$ cat config.mk
export PLATFORM = sky130hd
export DESIGN_NAME = return_statement_lexer
export DESIGN_NICKNAME = d
export VERILOG_FILES = /design/src/hw/rtl/rsl_pkg.sv /design/src/hw/rtl/rsl_core.sv /design/src/hw/rtl/rsl_outq.sv /design/src/hw/rtl/return_statement_lexer.sv
export SDC_FILE = /design/constraint.sdc
export NUM_CORES = 1
export LEC_CHECK = 0
export BUFFER_PORTS_ARGS = -buffer_cell sky130_fd_sc_hd__clkbuf_2
export CORE_ASPECT_RATIO = 0.75
export CORE_MARGIN = 10
export CORE_UTILIZATION = 35
export DETAILED_ROUTE_END_ITERATION = 12
export PLACE_DENSITY = 0.52
export SYNTH_ARGS = -nofsm -noshare
export SYNTH_HDL_FRONTEND = slang
export SYNTH_SLANG_ARGS = --single-unit
$ cat constraint.sdc
create_clock -name clk -period 6.75 [get_ports clk]
set_input_delay 0.675 -clock clk [delete_from_list [all_inputs] [get_ports clk]]
set_output_delay 0.675 -clock clk [all_outputs]
set_load 0.02 [all_outputs]
$ cat src/hw/rtl/rsl_pkg.sv
// shared types, constants and character helpers for the return statement lexer
package rsl_pkg;

  // scan modes of the lexer
  typedef enum logic [2:0] {
    MODE_NORMAL = 3'd0,
    MODE_SLASH  = 3'd1,
    MODE_LINE   = 3'd2,
    MODE_BLOCK  = 3'd3,
    MODE_IDENT  = 3'd4,
    MODE_NUMBER = 3'd5
  } mode_t;

  // token kinds, none marks an empty history slot
  typedef enum logic [1:0] {
    KIND_RETURN = 2'd0,
    KIND_NUMBER = 2'd1,
    KIND_SEMI   = 2'd2,
    KIND_NONE   = 2'd3
  } kind_t;

  localparam int unsigned VAL_W   = 31;
  localparam int unsigned QDEPTH  = 3;
  localparam int unsigned QCNT_W  = 2;
  localparam logic [2:0]  KW_LEN  = 3'd6;
  localparam logic [VAL_W-1:0] NUM_MAX = {VAL_W{1'b1}};

  localparam logic [7:0] CH_SEMI  = 8'h3B;
  localparam logic [7:0] CH_SLASH = 8'h2F;
  localparam logic [7:0] CH_STAR  = 8'h2A;
  localparam logic [7:0] CH_UNDER = 8'h5F;
  localparam logic [7:0] CH_NL    = 8'h0A;
  localparam logic [7:0] CH_SPACE = 8'h20;
  localparam logic [7:0] CH_TAB   = 8'h09;
  localparam logic [7:0] CH_CR    = 8'h0D;
  localparam logic [7:0] CH_ZERO  = 8'h30;
  localparam logic [7:0] CH_NINE  = 8'h39;
  localparam logic [7:0] CH_LA    = 8'h61;
  localparam logic [7:0] CH_LZ    = 8'h7A;
  localparam logic [7:0] CH_UA    = 8'h41;
  localparam logic [7:0] CH_UZ    = 8'h5A;

  // one result transaction
  typedef struct packed {
    kind_t            kind;
    logic [VAL_W-1:0] value;
    logic             ok;
    logic             exit_found;
    logic [VAL_W-1:0] exit_code;
    logic             last;
  } token_t;

  // token history used for exit statement detection
  typedef struct packed {
    kind_t            p1;
    kind_t            p2;
    logic [VAL_W-1:0] held;
    logic             hok;
  } hist_t;

  // tokens produced by one source byte, in delivery order
  typedef struct packed {
    token_t             t0;
    token_t             t1;
    logic [QCNT_W-1:0]  count;
  } step_out_t;

  function automatic logic is_space(input logic [7:0] b);
    return (b == CH_SPACE) || (b >= CH_TAB && b <= CH_CR);
  endfunction

  function automatic logic is_digit(input logic [7:0] b);
    return b >= CH_ZERO && b <= CH_NINE;
  endfunction

  function automatic logic is_alpha(input logic [7:0] b);
    return (b >= CH_LA && b <= CH_LZ) || (b >= CH_UA && b <= CH_UZ);
  endfunction

  // letters of the keyword return by position
  function automatic logic [7:0] kw_char(input logic [2:0] pos);
    logic [7:0] c;
    unique case (pos)
      3'd0:    c = 8'h72;
      3'd1:    c = 8'h65;
      3'd2:    c = 8'h74;
      3'd3:    c = 8'h75;
      3'd4:    c = 8'h72;
      3'd5:    c = 8'h6E;
      default: c = 8'h00;
    endcase
    return c;
  endfunction

endpackage

$ cat src/hw/rtl/rsl_core.sv
// lexer state and per-byte token generation
module rsl_core (
  input  logic               clk,
  input  logic               rst_n,
  input  logic               accept,
  input  logic [7:0]         src_byte,
  input  logic               eos,
  output rsl_pkg::step_out_t step
);
  import rsl_pkg::*;

  mode_t            mode_r, mode_nxt;
  logic             star_r, star_nxt;
  logic [2:0]       kpos_r, kpos_nxt;
  logic             kmiss_r, kmiss_nxt;
  logic [VAL_W-1:0] acc_r, acc_nxt;
  logic             ovf_r, ovf_nxt;
  hist_t            hist_r, hist_nxt;

  // lexer state registers
  always_ff @(posedge clk) begin
    if (!rst_n) begin
      mode_r  <= MODE_NORMAL;
      star_r  <= 1'b0;
      kpos_r  <= 3'd0;
      kmiss_r <= 1'b0;
      acc_r   <= '0;
      ovf_r   <= 1'b0;
      hist_r  <= '{p1: KIND_NONE, p2: KIND_NONE, held: '0, hok: 1'b0};
    end else if (accept) begin
      mode_r  <= mode_nxt;
      star_r  <= star_nxt;
      kpos_r  <= kpos_nxt;
      kmiss_r <= kmiss_nxt;
      acc_r   <= acc_nxt;
      ovf_r   <= ovf_nxt;
      hist_r  <= hist_nxt;
    end
  end

  // scan one byte: pending finish (a), semicolon (b), end-of-source finish (c)
  always_comb begin : scan
    logic             relex;
    logic             fin_ok;
    logic [3:0]       dig;
    logic [VAL_W+3:0] prod;
    logic             a_v, b_v, c_v;
    token_t           a_t, c_t, b_t, s0, s1;
    hist_t            h;

    mode_nxt  = mode_r;
    star_nxt  = star_r;
    kpos_nxt  = kpos_r;
    kmiss_nxt = kmiss_r;
    acc_nxt   = acc_r;
    ovf_nxt   = ovf_r;
    relex     = 1'b0;
    a_v       = 1'b0;
    b_v       = 1'b0;
    c_v       = 1'b0;
    a_t       = '0;
    b_t       = '0;
    c_t       = '0;
    dig       = 4'(src_byte - CH_ZERO);
    prod      = ((VAL_W+4)'(acc_r) << 3) + ((VAL_W+4)'(acc_r) << 1) + (VAL_W+4)'(dig);
    fin_ok    = 1'b0;

    unique case (mode_r)
      MODE_SLASH: begin
        if (src_byte == CH_SLASH) begin
          mode_nxt = MODE_LINE;
        end else if (src_byte == CH_STAR) begin
          mode_nxt = MODE_BLOCK;
          star_nxt = 1'b0;
        end else begin
          relex = 1'b1;
        end
      end
      MODE_LINE: begin
        if (src_byte == CH_NL) mode_nxt = MODE_NORMAL;
      end
      MODE_BLOCK: begin
        if (star_r && src_byte == CH_SLASH) begin
          mode_nxt = MODE_NORMAL;
          star_nxt = 1'b0;
        end else if (eos) begin
          star_nxt = 1'b0;
          relex    = 1'b1;
        end else begin
          star_nxt = (src_byte == CH_STAR);
        end
      end
      MODE_IDENT: begin
        if (is_alpha(src_byte) || is_digit(src_byte) || src_byte == CH_UNDER) begin
          if (kpos_r < KW_LEN && src_byte == kw_char(kpos_r)) kpos_nxt = kpos_r + 3'd1;
          else kmiss_nxt = 1'b1;
        end else begin
          a_v      = !kmiss_r && kpos_r == KW_LEN;
          a_t.kind = KIND_RETURN;
          relex    = 1'b1;
        end
      end
      MODE_NUMBER: begin
        if (is_digit(src_byte)) begin
          if (!ovf_r) begin
            if (prod > (VAL_W+4)'(NUM_MAX)) begin
              ovf_nxt = 1'b1;
              acc_nxt = '0;
            end else begin
              acc_nxt = prod[VAL_W-1:0];
            end
          end
        end else begin
          a_v      = 1'b1;
          a_t.kind = KIND_NUMBER;
          a_t.value = ovf_r ? '0 : acc_r;
          a_t.ok   = !ovf_r;
          relex    = 1'b1;
        end
      end
      default: relex = 1'b1;
    endcase

    // ordinary lexing of the byte
    if (relex) begin
      mode_nxt = MODE_NORMAL;
      if (is_space(src_byte)) begin
        mode_nxt = MODE_NORMAL;
      end else if (src_byte == CH_SLASH) begin
        mode_nxt = MODE_SLASH;
      end else if (is_alpha(src_byte) || src_byte == CH_UNDER) begin
        mode_nxt  = MODE_IDENT;
        kpos_nxt  = (src_byte == kw_char(3'd0)) ? 3'd1 : 3'd0;
        kmiss_nxt = (src_byte != kw_char(3'd0));
      end else if (is_digit(src_byte)) begin
        mode_nxt = MODE_NUMBER;
        acc_nxt  = VAL_W'(dig);
        ovf_nxt  = 1'b0;
      end else if (src_byte == CH_SEMI) begin
        b_v      = 1'b1;
        b_t.kind = KIND_SEMI;
      end
    end

    // end of source finishes what is pending
    if (eos) begin
      if (mode_nxt == MODE_IDENT) begin
        c_v      = !kmiss_nxt && kpos_nxt == KW_LEN;
        c_t.kind = KIND_RETURN;
      end else if (mode_nxt == MODE_NUMBER) begin
        c_v       = 1'b1;
        c_t.kind  = KIND_NUMBER;
        c_t.value = ovf_nxt ? '0 : acc_nxt;
        c_t.ok    = !ovf_nxt;
      end
    end

    // compact into delivery order, at most two are ever live
    s0 = a_v ? a_t : (b_v ? b_t : c_t);
    s1 = b_v ? b_t : c_t;
    step.count = QCNT_W'({1'b0, a_v} + {1'b0, b_v} + {1'b0, c_v});
    fin_ok     = step.count > QCNT_W'(1);

    // exit statement detection over the history
    h = hist_r;
    if (step.count != '0) begin
      if (s0.kind == KIND_SEMI && h.p2 == KIND_RETURN && h.p1 == KIND_NUMBER && h.hok) begin
        s0.exit_found = 1'b1;
        s0.exit_code  = h.held;
      end
      if (s0.kind == KIND_NUMBER) begin
        h.held = s0.value;
        h.hok  = s0.ok;
      end
      h.p2 = h.p1;
      h.p1 = s0.kind;
    end
    if (fin_ok) begin
      if (s1.kind == KIND_SEMI && h.p2 == KIND_RETURN && h.p1 == KIND_NUMBER && h.hok) begin
        s1.exit_found = 1'b1;
        s1.exit_code  = h.held;
      end
      if (s1.kind == KIND_NUMBER) begin
        h.held = s1.value;
        h.hok  = s1.ok;
      end
      h.p2 = h.p1;
      h.p1 = s1.kind;
    end
    s0.last  = !fin_ok;
    s1.last  = 1'b1;
    step.t0  = s0;
    step.t1  = s1;
    hist_nxt = h;

    // end of source returns everything to reset
    if (eos) begin
      mode_nxt  = MODE_NORMAL;
      star_nxt  = 1'b0;
      kpos_nxt  = 3'd0;
      kmiss_nxt = 1'b0;
      acc_nxt   = '0;
      ovf_nxt   = 1'b0;
      hist_nxt  = '{p1: KIND_NONE, p2: KIND_NONE, held: '0, hok: 1'b0};
    end
  end

endmodule

$ cat src/hw/rtl/rsl_outq.sv
// three-entry result queue, head register drives the output channel
module rsl_outq (
  input  logic               clk,
  input  logic               rst_n,
  input  logic               push,
  input  rsl_pkg::step_out_t step,
  output logic               room,
  output logic               head_valid,
  input  logic               pop_ready,
  output rsl_pkg::token_t    head
);
  import rsl_pkg::*;

  token_t            q_r [QDEPTH];
  token_t            q_nxt [QDEPTH];
  logic [QCNT_W-1:0] cnt_r, cnt_nxt;
  logic              pop;
  logic [QCNT_W-1:0] base;
  logic [QCNT_W-1:0] n_in;

  assign head_valid = cnt_r != '0;
  assign head       = q_r[0];
  assign pop        = head_valid && pop_ready;
  assign room       = cnt_r < QCNT_W'(2);
  assign n_in       = push ? step.count : '0;
  assign base       = cnt_r - QCNT_W'(pop);

  // shift on pop, then append new tokens behind the survivors
  always_comb begin
    for (int i = 0; i < QDEPTH - 1; i++) begin
      q_nxt[i] = pop ? q_r[i+1] : q_r[i];
    end
    q_nxt[QDEPTH-1] = q_r[QDEPTH-1];
    for (int i = 0; i < QDEPTH; i++) begin
      if (n_in != '0 && QCNT_W'(i) == base) q_nxt[i] = step.t0;
      if (n_in > QCNT_W'(1) && QCNT_W'(i) == base + QCNT_W'(1)) q_nxt[i] = step.t1;
    end
    cnt_nxt = base + n_in;
  end

  always_ff @(posedge clk) begin
    if (!rst_n) begin
      cnt_r <= '0;
    end else begin
      cnt_r <= cnt_nxt;
    end
  end

  always_ff @(posedge clk) begin
    for (int i = 0; i < QDEPTH; i++) q_r[i] <= q_nxt[i];
  end

endmodule

$ cat src/hw/rtl/return_statement_lexer.sv
// Return statement lexer: takes one source byte per transaction and emits
// return, number and semicolon tokens, flagging a semicolon that closes
// return, valid number, semicolon with that exit code. A byte is taken in
// every cycle while fewer than two tokens wait in the three-entry result
// queue; the scan logic is combinational work on the accepted byte, so
// the sustained rate is one byte per cycle. A byte that yields two
// tokens holds the input off for the following cycle, since the output side
// drains one token per cycle, and longer while the output side is stalled.
// Results are written into the result queue and leave from its head register.
module return_statement_lexer (
  input  logic        clk,
  input  logic        rst_n,
  input  logic        in_valid,
  output logic        in_stall,
  input  logic [7:0]  in_source_byte,
  input  logic        in_end_of_source,
  output logic        out_valid,
  input  logic        out_stall,
  output logic [1:0]  out_token_kind,
  output logic [30:0] out_number_value,
  output logic        out_number_ok,
  output logic        out_exit_found,
  output logic [30:0] out_exit_code,
  output logic        out_last_of_run
);
  import rsl_pkg::*;

  logic      room;
  logic      accept;
  step_out_t step;
  token_t    head;

  assign in_stall = !room;
  assign accept   = in_valid && room;

  // byte scanner and lexer state
  rsl_core u_core (
    .clk      (clk),
    .rst_n    (rst_n),
    .accept   (accept),
    .src_byte (in_source_byte),
    .eos      (in_end_of_source),
    .step     (step)
  );

  // result queue
  rsl_outq u_outq (
    .clk        (clk),
    .rst_n      (rst_n),
    .push       (accept),
    .step       (step),
    .room       (room),
    .head_valid (out_valid),
    .pop_ready  (!out_stall),
    .head       (head)
  );

  assign out_token_kind   = 2'(head.kind);
  assign out_number_value = head.value;
  assign out_number_ok    = head.ok;
  assign out_exit_found   = head.exit_found;
  assign out_exit_code    = head.exit_code;
  assign out_last_of_run  = head.last;

endmodule
Word level (Yosys, flattened, before mapping)
Memories as Yosys holds them, arrays and structs flattened.
Index checks and enable logic that the tools add are counted.

storage, ports and cells
  RAM bits = 201
  memories kept = 1
  register bits = 78

memories
  name        words  width  rd ports  clocked after memory_dff  wr ports  line            text
  u_outq.q_r  3      67     3         0                         3         rsl_outq.sv:14  token_t q_r [QDEPTH];

cells by class
  add/sub/neg operators = 9
  equality and inequality tests = 35
  magnitude comparators = 13
  multiplexer cells = 109
  reductions and logical operators = 45

operator list
  kind                                                                count
  two-way mux 67 bit                                                  10
  two-way mux 31 bit                                                  12
  two-way mux 32 bit                                                  8
  two-way mux 36 bit                                                  3
  two-way mux 33 bit                                                  2
  two-way mux 3 bit                                                   18
  two-way mux 1 bit                                                   41
  adder 34 x 32 -> 35 bit                                             1
  adder 35 x 4 -> 35 bit                                              1
  greater-than comparator 35 x 31 -> 1 bit (second input constant)    1
  case mux 7 bit (5 select lines)                                     1
  two-way mux 34 bit                                                  1
  equality test 8 x 6 -> 1 bit (second input constant)                4
  equality test 3 bit (second input constant)                         8
  logical AND 1 bit                                                   22
  equality test 8 x 7 -> 1 bit (second input constant)                2
  greater-or-equal comparator 8 x 7 -> 1 bit (second input constant)  2
  less-or-equal comparator 8 x 7 -> 1 bit (second input constant)     2
  two-way mux 8 bit                                                   2
  two-way mux 2 bit                                                   7
  equality test 3 x 2 -> 1 bit (second input constant)                4
  case mux 3 bit (3 select lines)                                     1
  equality test 2 x 1 -> 1 bit (second input constant)                4
  equality test 8 x 4 -> 1 bit (second input constant)                1
  other kinds (32)                                                    53

Depth between registers and ports, before layout
Gate-level depths: netlist of the first run.

  depth after elaboration = 30
  gate-level depth with buffers = 24
  mapped depth without buffers = 20

Hierarchy
A second synthesis of the first run with hierarchy kept.

second synthesis, totals
  cells, all modules = 1983
  area, all modules = 18656.6 µm²

modules (own cells, without submodules)
  module                  area each (µm²)  cells each  times used
  rsl_outq                11526.1          1044        1
  rsl_core                7116.8           936         1
  return_statement_lexer  13.8             3           1

Worst setup path after synthesis of the first run
No wires, ideal clock.

  path kind = input-to-reg
  start point = input port in_source_byte[4]
  end point = memory u_outq.q_r[0][100] in the netlist's numbering, enable pin
  library setup time = 0.871 ns
  data required time = 5.879 ns
  cell stages on the path = 18
  data arrival time = 6.173 ns
  slack = -0.294 ns
  path through = buf_2 or4b_4 o41ai_4 o21ai_2 or2_1 and2_1 clkbuf_1 or3_1 nor3_1 a21oi_1 nor2_1 fa_1 nor2_1 nor2_1 nand2_1 clkbuf_1 clkbuf_1 nand3_1

RTL lines
  what             line                          text
  start, declared  return_statement_lexer.sv:15  input logic [7:0] in_source_byte,
  end, declared    rsl_outq.sv:14

==> results.tsv, run 1 <==
metric	value	unit
status	finished clean	
postCtsSetupBuffers	0	
synthCells	1952	
layout_commonest_cell	nand2_1	
cts_buffers	30	
yosysSeqAreaShare	43.96	%
skew	13.95	ps
cap_violations	0	
hold_viol	0	
path_clk_slew	70	ps
io_pins	82	
grt_pass1_vias	14410	
synth_ff_type	edfxtp_1	
antenna_found_initial	2	
ctsHtreeMaxLevel	1	
routed_wl	62840	um
fmax	166.7	MHz
reg2regPathDepth	18	
relSlewSlack	23.71	%
multi_input_comb_area	0.008632	mm^2
netlist-cell-type-count	88	
wl_per_cell	23.97	um
vias	15610	
final_cell_mix	223 x nand2_1, 221 x a21oi_1, 198 x edfxtp_1, 185 x nor2_1, 176 x o21ai_0	
power.internal	0.003115	W
hpwl	44670	um
end_kind	register	
hold_ws	486.5	ps
vdd_drop_max	0.0001848	V
path_depth	18	
critPathMostFrequentCell	nor2_1	
n_fill_cell	5000	
rsz0062_at_grt	false	
postLayoutSetupSlackWorst	751.9	ps
die-height	212.1	um
postSynthAreaPerCell	8.819	um^2
leakagePower	7.132	nW
swShare	27.72	%
cts_tree	built	
design.die.area	0.05855	mm^2
crit_family	simple AND/OR/NAND/NOR gates	
switchingPower	0.001195	W
synth_area	0.01722	mm^2
crit_buf_inv	2	
grt_pass1_wl	93990	um
seq_area	0.007567	mm^2
p_seq_share	47.8	%
path_cells	inv_1 -> ha_1 -> a2111o_1 -> or3_1 -> a21o_1 -> nor4_1 -> and3_1 -> mux2_2 -> nor3_1 -> a21oi_1 -> nor2_1 -> fa_1 -> nor2_1 -> nor2_1 -> nand2_2 -> buf_4 -> o21ai_0 -> a21oi_1	
synthArstFlopShare	0	%
routed_via_density	5.952	
finalCritPeriodShare	88.86	%
core	0.04870	mm^2
grt_usage	20.40	%
p_per_area	225.3	mW/mm^2
route.detailed.drc	0	
dpl_worst_slack	747.8	ps
ys.warnings.count	0	
crit_path_top_delay_cell	fa_1	
min_period	5998	ps
holdPathStages	2	
ys_ff_latch	279	
cts_resized	0	
worstPathArrival	6320	ps
syn_nets	2036	
routabilityCongestion	0.9515	
cts.sinks	279	
clock_latency	580	ps
area_growth	11.11	%
io_buffer_count	81	
crit_path_start_kind	register	
hold_buffers	0	
cts.path.max_buffers	3	
comb_power_share	13.3	%
grt_overflow	0	
die_width	276.1	um
min_path_type	reg2reg	
worstSetupPathType	reg2reg	
start_util	35.35	%
crit_fanout	27	
first_pass_iters	7	
cp.required	7070	ps
worst_path_largest_cell_delay	530	ps
drv_slew	0	
grt_start_max_net_pins	68	
cts-root-buf	clkbuf_16	
tns	0	ps
setup_viol	0	
fin_nets	2033	
worst_slew_pin_slew	1135	ps
drt.antenna.violating_nets	0	
power_frac_clock	38.9	%
drive_gt1_share	12.47	%
synth_edf_count	198	
fp-row-count	70	
initialDrtViolationCount	1667	
## metrics by stage
step	area (um^2)	util, %	total power (W)	instances
after detailed placement	18140	37.26	0.002669	2565
after global placement	18140	37.26	0.002669	2565
final	19130	39.28	0.004309	2622
after floorplan	17220	-	0.002493	1952
after CTS	19130	39.28	0.004335	2621
after global routing	19130	39.28	0.004457	2621
## sequential cells by signal, indices dropped and copies added, names as in the netlist, 2 cells and up
| register | count |
|---|---|
| u_outq.q_r | 201 |
| u_core.hist_r | 36 |
| u_core.acc_r | 31 |
| u_core.kpos_r | 3 |
| u_core.mode_r | 3 |
| u_outq.cnt_r | 2 |
## metal layers
metal  GRT usage, %  share of wire (%)  vias up
met5              0              0.043        -
met4          3.743                1.6        4
met3          3.627                8.7       68
met2          30.68                 43      775
met1          30.09                 47     7584
li1               -                  -     7176
## power by group through the flow
stage | registers, W | logic [W] | clock network [W]
3_5_place_dp | 0.00210 | 0.000573 | 0
5_1_grt | 0.00207 | 0.000617 | 0.00177
3_3_place_gp | 0.00209 | 0.000575 | 0
6_report | 0.00206 | 0.000573 | 0.00168
4_1_cts | 0.00206 | 0.000578 | 0.00170
2_1_floorplan | 0.00209 | 0.000399 | 0
## cell families (layout without fill, tap and decap cells)
logic type / after synthesis / in the layout / synth area share (%)
AOI/OAI and AO/OA: 670 / 670 / 23.92
DFF: 279 / 279 / 43.96
other: 0 / 1 / 0
muxes: 3 / 3 / 0.1817
buffers and inverters: 221 / 242 / 6.287
xor gates and xnor gates: 30 / 30 / 1.526
and+or+nand+nor: 678 / 678 / 18.84
adders and majority gates: 71 / 71 / 5.291
## layout make-up
| class | count | area share, % |
|---|---|---|
| Sequential cell | 279 | 39.56 |
| Inverter | 33 | 0.6476 |
| Clock inverter | 12 | 0.4644 |
| Clock buffer | 44 | 4.677 |
| Timing Repair Buffer | 153 | 5.272 |
| Antenna cell | 1 | 0.01308 |
| Tap cell | 648 | 4.239 |
| Multi-Input combinational cell | 1452 | 45.13 |
## tightest hold or removal path: stages, from the launching register on
cell	delay (ps)
dfxtp_1	320
nand2_1	50
o21ai_0	60
## Yosys cell counts (11+ instances only)
library cell | instances | area share, %
or4_1 | 11 | 0.48
o22ai_1 | 49 | 1.8
xnor2_1 | 17 | 0.86
a22oi_1 | 29 | 1.3
a21o_1 | 20 | 0.87
o21ai_1 | 13 | 0.38
a31oi_1 | 15 | 0.55
dfxtp_1 | 81 | 9.4
clkbuf_1 | 115 | 2.5
nor2_1 | 188 | 4.1
nand3_1 | 31 | 0.90
nand2b_1 | 15 | 0.55
xor2_1 | 13 | 0.66
nand4_1 | 21 | 0.76
edfxtp_1 | 198 | 35
ha_1 | 68 | 4.9
and2_1 | 42 | 1.5
o31ai_1 | 21 | 0.92
nor3_1 | 27 | 0.78
nor4_1 | 14 | 0.51
nand2_1 | 226 | 4.9
and3_1 | 47 | 1.7
a21oi_1 | 221 | 6.4
buf_4 | 65 | 2.8
a211oi_1 | 24 | 1.0
inv_1 | 33 | 0.72
o21ai_0 | 176 | 5.1
## path summary, 6_finish.rpt
check	slack (ps)	to	startpoint
max	750	u_outq.q_r[0][42]$_DFFE_PP_	u_core.kpos_r[0]$_SDFFE_PN0P_
min	490	u_core.hist_r[11]$_SDFFE_PN0P_	u_core.hist_r[11]$_SDFFE_PN0P_
max reg2reg	750	u_outq.q_r[0][42]$_DFFE_PP_	u_core.kpos_r[0]$_SDFFE_PN0P_
min reg2reg	490	u_core.hist_r[11]$_SDFFE_PN0P_	u_core.hist_r[11]$_SDFFE_PN0P_
Note: power is estimated with default switching activity, not from simulation.
==> run 2, diff against run 1 <==
--- a/config.mk
+++ b/config.mk
@@ -6,6 +6,7 @@
 export NUM_CORES = 1
 export LEC_CHECK = 0
 export BUFFER_PORTS_ARGS = -buffer_cell sky130_fd_sc_hd__clkbuf_2
+export CAP_MARGIN = 40
 export CORE_ASPECT_RATIO = 0.75
 export CORE_MARGIN = 10
 export CORE_UTILIZATION = 35
==> constraint.sdc (replaced) <==
create_clock -name clk -period 5.2 [get_ports clk]
set_input_delay 0.52 -clock clk [delete_from_list [all_inputs] [get_ports clk]]
set_output_delay 0.52 -clock clk [all_outputs]
set_load 0.02 [all_outputs]
==> run 2 against run 1 <==
Fmax rose by 21%. Combinational power rose by 39%. Die area did not move. Register-to-register slack got worse by 510 ps. Cell area rose by 5.7%. Clock skew barely moved. Core utilization rose by 2.3 points. Critical endpoint is now u_outq.q_r[0][44]$_DFFE_PP_. Largest cell class unchanged. Largest power group unchanged.
==> results.tsv, run 2 (synthesized netlist as in run 1, its figures left out) <==
metric	value	unit
initialDrtViolationCount	1830	
fp-row-count	70	
ctsHtreeMaxLevel	1	
fmax	201.6	MHz
routabilityCongestion	0.9110	
grt_usage	20.90	%
routed_wl	64120	um
cts.sinks	279	
final_cell_mix	223 x nand2_1, 219 x a21oi_1, 198 x edfxtp_1, 182 x nor2_1, 174 x o21ai_0	
routed_via_density	5.898	
leakagePower	7.726	nW
grt_overflow	0	
place_area	0.01911	mm^2
start_util	35.35	%
power	0.005807	W
cts_buffers	31	
hold_ws	336.5	ps
drt.antenna.violating_nets	0	
cp.required	5520	ps
worstSetupPathType	reg2reg	
regMostFlops	u_outq.q_r	
min_path_type	in2reg	
die-height	212.1	um
p_per_area	287.1	mW/mm^2
grt_pass1_wl	96600	um
layout_commonest_cell	nand2_1	
holdPathStages	2	
cts.path.max_buffers	3	
core	0.04870	mm^2
grt_start_max_net_pins	55	
area_growth	17.49	%
cap_violations	0	
placed_cells	2666	
first_pass_iters	5	
wl_per_cell	23.53	um
worstPathArrival	5280	ps
finalCritPeriodShare	95.38	%
end_kind	register	
n_fill_cell	4921	
reg2regPathDepth	20	
clock_latency	580	ps
status	finished clean	
largest_register_ffs	201	
cts-root-buf	clkbuf_16	
hold_buffers	0	
cts_tree	built	
grt_pass1_vias	15110	
setup_viol	0	
die_width	276.1	um
antenna_found_initial	1	
vdd_drop_max	0.0002447	V
drive_gt1_share	17.34	%
layout.cells.non_filler	2725	
design.die.area	0.05855	mm^2
final_cell_area	0.02023	mm^2
io_pins	82	
path_clk_slew	60	ps
vias	16070	
hpwl	45930	um
worst_slew_pin_slew	858.2	ps
min_period	4960	ps
fin_nets	2136	
route.detailed.drc	0	
hold_viol	0	
tns	0	ps
reg_top3	u_outq.q_r x201, u_core.hist_r x36, u_core.acc_r x31	
relSlewSlack	42.58	%
skew	14.07	ps
crit_fanout	38	
crit_path_start_kind	register	
drv_slew	0	
io_buffer_count	81	
[run 2: cell types whose count changed in the layout (fill, tap and decap cells not counted), sizes merged]
cell / change
clkinv: +1
inv: -1
bufinv: +4
clkbuf: -6
clkinvlp: +3
buf: +102
[run 2: worst max-delay path, stage by stage, from the launching register on]
cell and delay (ps):
dfxtp_2 340, ha_1 200, ha_1 210, a2111o_1 360, or3_1 310, a21o_1 190
nor4_2 150, and3_1 210, mux2_2 350, nor3_2 170, a21oi_1 100, nor2_1 190
fa_2 480, buf_4 170, nor2_4 120, nor2_2 60, buf_4 160, nand2_4 140
buf_12 260, o21ai_0 110, a21oi_1 400
[run 2: final timing paths]
kind,start,end,slack [ps]
worst max register to register,u_core.kpos_r[0]$_SDFFE_PN0P_,u_outq.q_r[0][44]$_DFFE_PP_,240
worst min register to register,u_outq.q_r[0][134]$_SDFFE_PP1P_,u_outq.q_r[0][134]$_SDFFE_PP1P_,490
worst max-delay path,u_core.kpos_r[0]$_SDFFE_PN0P_,u_outq.q_r[0][44]$_DFFE_PP_,240
worst min-delay path,rst_n,u_core.hist_r[35]$_SDFFE_PN1P_,340
[run 2: report_power, final]
part / leakage, nW / internal (W) / switching (W)
sequential: 2.32 / 0.00261 / 0.0000542
combinational: 4.90 / 0.000234 / 0.000561
clock: 0.512 / 0.00138 / 0.000963
[run 2: stage by stage]
stage | setup WS, ps | utilization, %
CTS | 45.73 | 41.44
finish | 240.3 | 41.53
global placement | -58.16 | 39.21
floorplan | -141.9 | -
detailed placement | -65.95 | 39.24
global route | -2.234 | 41.53
[run 2: final cells by class]
| cell class | count | area [um^2] | area share (%) |
|---|---|---|---|
| multi-input cells | 1452 | 8688 | 42.96 |
| clock inverters | 19 | 240.2 | 1.188 |
| diodes | 1 | 2.502 | 0.01237 |
| well taps | 648 | 810.8 | 4.009 |
| inverters | 33 | 127.6 | 0.6310 |
| clock buffers | 38 | 832.0 | 4.114 |
| repair buffers | 255 | 1954 | 9.663 |
| flip-flops and latches | 279 | 7570 | 37.43 |
[run 2: per-layer routing]
layer | vias to the layer above | GRT usage [%] | wire, um | part of all wire, %
li1 | 7398 | - | - | -
met1 | 7874 | 30.51 | 29740 | 46
met2 | 724 | 32.11 | 28120 | 44
met3 | 75 | 3.398 | 5185 | 8.1
met4 | 0 | 3.743 | 1067 | 1.7
met5 | - | 0 | 0 | 0
[run 2: what timing repair did]
item | in CTS | in global routing
setup endpoints to repair | 0 | 126
buffers inserted | 0 | 1
endpoints found under the hold margin | 0 | 0
gates resized for setup | 0 | 12
==> run 3, diff against run 2 <==
--- a/config.mk
+++ b/config.mk
@@ -5,6 +5,7 @@
 export SDC_FILE = /design/constraint.sdc
 export NUM_CORES = 1
 export LEC_CHECK = 0
+export ABC_AREA = 1
 export BUFFER_PORTS_ARGS = -buffer_cell sky130_fd_sc_hd__clkbuf_2
 export CAP_MARGIN = 40
 export CORE_ASPECT_RATIO = 0.75
==> run 3 against run 2 <==
Register-to-register slack better by 240 ps. Fmax up 5.1%. Via count up 10%. Power up 2.4%. Synthesized area up 8.5%. Routed wire length down 2.5%. Final cell count up 22%. Die area up 7.8%. Sequential power up 4%. Critical path type unchanged. Largest cell class unchanged. Highest routed layer unchanged.
==> results.tsv, run 3 <==
metric	value	unit
min_path_type	in2reg	
crit_path_start_kind	register	
timing.rr.start	u_core.kpos_r[1]$_SDFFE_PN0P_	
n_fill_cell	5568	
min_period	4718	ps
antenna_found_initial	0	
postSynthAreaPerCell	7.106	um^2
setup_viol	0	
fp-row-count	73	
routabilityCongestion	0.8967	
synth_ff_type	edfxtp_1	
crit_fanout	67	
power	0.005945	W
reg_top3	u_outq.q_r x201, u_core.hist_r x36, u_core.acc_r x31	
grt_pass1_vias	16930	
worstPathArrival	5090	ps
worstSetupPathType	reg2reg	
yosysTopAreaCell	edfxtp_1	
io_buffer_count	81	
core	0.05288	mm^2
drt.antenna.violating_nets	0	
path_cells	inv_1 -> ha_1 -> nand2_1 -> nand2_1 -> a211oi_1 -> o2111ai_1 -> nor3_1 -> nand3_1 -> o21ai_0 -> nor3_1 -> nand2_1 -> a21oi_2 -> fa_1 -> nor2_1 -> nor2_1 -> inv_1 -> nor3_2 -> buf_4 -> o21ai_0 -> o22ai_1	
cap_violations	0	
design.die.area	0.06309	mm^2
wl_per_cell	18.75	um
yosysMostFrequentCell	nand2_1	
first_pass_iters	6	
synth_common_cells	769 x nand2_1, 320 x nor2_1, 218 x o21ai_0	
synthCells	2628	
grt_pass1_wl	97610	um
hold_viol	0	
drive_gt1_share	9.004	%
die_width	286.7	um
path_clk_slew	60	ps
cts.sinks	279	
grt_start_max_net_pins	70	
cts.path.max_buffers	3	
cp.required	5580	ps
worst_slew_pin_slew	954.9	ps
largest_register_ffs	201	
die-height	220.0	um
crit_start	u_core.kpos_r[1]$_SDFFE_PN0P_	
end_kind	register	
vdd_drop_max	0.0003591	V
hold_buffers	0	
min-delay-start	rst_n	
leakagePower	8.588	nW
synth_area	0.01867	mm^2
cts-root-buf	clkbuf_16	
routed_wl	62500	um
area_growth	10.83	%
regMostFlops	u_outq.q_r	
worst_path_largest_cell_delay	750	ps
netlist-cell-type-count	45	
critPathMostFrequentCell	nand2_1	
crit_path_top_delay_cell	buf_4	
rsz0062_at_grt	false	
skew	10.76	ps
grt_usage	19.23	%
reg2regPathDepth	20	
routed_via_density	5.321	
fin_nets	2681	
syn_nets	2712	
synth_area_leaders	edfxtp_1 32%, nand2_1 15%, dfxtp_1 8.7%	
ctsHtreeMaxLevel	1	
yosysTopAreaCellShare	31.84	%
hpwl	41530	um
status	finished clean	
ys_ff_latch	279	
tns	0	ps
route.detailed.drc	0	
drv_slew	0	
initialDrtViolationCount	1678	
io_pins	82	
p_per_area	287.2	mW/mm^2
antennaDiodeCount	0	
synth_edf_count	198	
layout_commonest_cell	nand2_1	
fmax	211.9	MHz
synthArstFlopShare	0	%
finalCritPeriodShare	90.74	%
cts_buffers	30	
start_util	35.31	%
final_cell_mix	767 x nand2_1, 314 x nor2_1, 217 x o21ai_0, 207 x inv_1, 198 x edfxtp_1	
vias	17740	
relSlewSlack	36.34	%
grt_overflow	0	
yosysSeqAreaShare	40.52	%
cts_tree	built	
clock_latency	570	ps
ys.warnings.count	0	
holdPathStages	3	
[run 3: cell types whose count changed in the layout (fill, tap and decap cells not counted), sizes merged, moves of 82 or more]
cell   delta
nand2   +546
inv     +190
nor2    +138
nand3   +115
buf     -114
nand4    +82
[run 3: repair_timing]
| action | CTS | global route |
|---|---|---|
| setup endpoints to repair | 0 | 216 |
| resized for setup | 0 | 4 |
| setup buffers | 0 | 2 |
| endpoints found under the hold margin | 0 | 0 |
[run 3: path summary, 6_finish.rpt]
kind	to	slack (ps)
hold / removal	u_outq.cnt_r[0]$_SDFF_PN0_	240
setup reg to reg	u_outq.q_r[0][49]$_DFFE_PP_	480
setup / recovery	u_outq.q_r[0][49]$_DFFE_PP_	480
hold reg to reg	u_core.hist_r[30]$_SDFFE_PN0P_	470
[run 3: power breakdown]
part | switching [W] | total [W] | internal (W) | leakage [nW]
logic | 0.000710 | 0.000973 | 0.000263 | 5.80
registers | 0.0000948 | 0.00277 | 0.00268 | 2.29
clock network | 0.000948 | 0.00220 | 0.00125 | 0.497
[run 3: logic make-up (layout without fill, tap and decap cells)]
| family | after synthesis | after routing | synth area share (%) |
|---|---|---|---|
| and+or+nand+nor | 1379 | 1379 | 30.72 |
| adders and majority gates | 71 | 71 | 4.878 |
| buffers and inverters | 426 | 419 | 10.19 |
| AOI/OAI and AO/OA | 464 | 464 | 13.27 |
| DFF | 279 | 279 | 40.52 |
| xor gates and xnor gates | 9 | 9 | 0.4221 |
[run 3: routing by layer]
| layer | vias to the layer above | routed length (um) | share of wire, % | GRT usage (%) |
|---|---|---|---|---|
| met3 | 56 | 3628 | 5.8 | 2.151 |
| met5 | - | 0 | 0 | 0 |
| li1 | 8701 | - | - | - |
| met4 | 0 | 748 | 1.2 | 2.680 |
| met1 | 8404 | 30140 | 48 | 27.91 |
| met2 | 574 | 27980 | 45 | 30.93 |
[run 3: critical path: cells and delay by family (launching register included)]
| family | cells | cell delay (ps) |
|---|---|---|
| AOI/OAI and AO/OA | 6 | 1120 |
| buffers and inverters | 3 | 940 |
| and+or+nand+nor | 9 | 1150 |
| adders and majority gates | 2 | 840 |
| DFF | 1 | 410 |
[run 3: through the flow]
step	util (%)	setup WS [ps]	hold slack [ps]	cells	instance area (um^2)
floorplan	-	188.8	443.0	2628	18700
global placement	37.04	218.9	452.4	3272	19590
detailed placement	37.17	166.4	456.1	3275	19660
CTS	39.07	126.5	226.5	3331	20660
global route	39.14	39.06	246.9	3333	20700
finish	39.14	481.6	240.5	3333	20700
[run 3: final cells by class]
type / count / area [um^2] / area share [%]
well taps: 712 / 890.9 / 4.304
multi-input cells: 1923 / 9289 / 44.88
clock inverters: 14 / 105.1 / 0.5078
inverters: 222 / 833.3 / 4.026
clock buffers: 42 / 898.4 / 4.340
repair buffers: 141 / 1114 / 5.380
flip-flops and latches: 279 / 7567 / 36.56
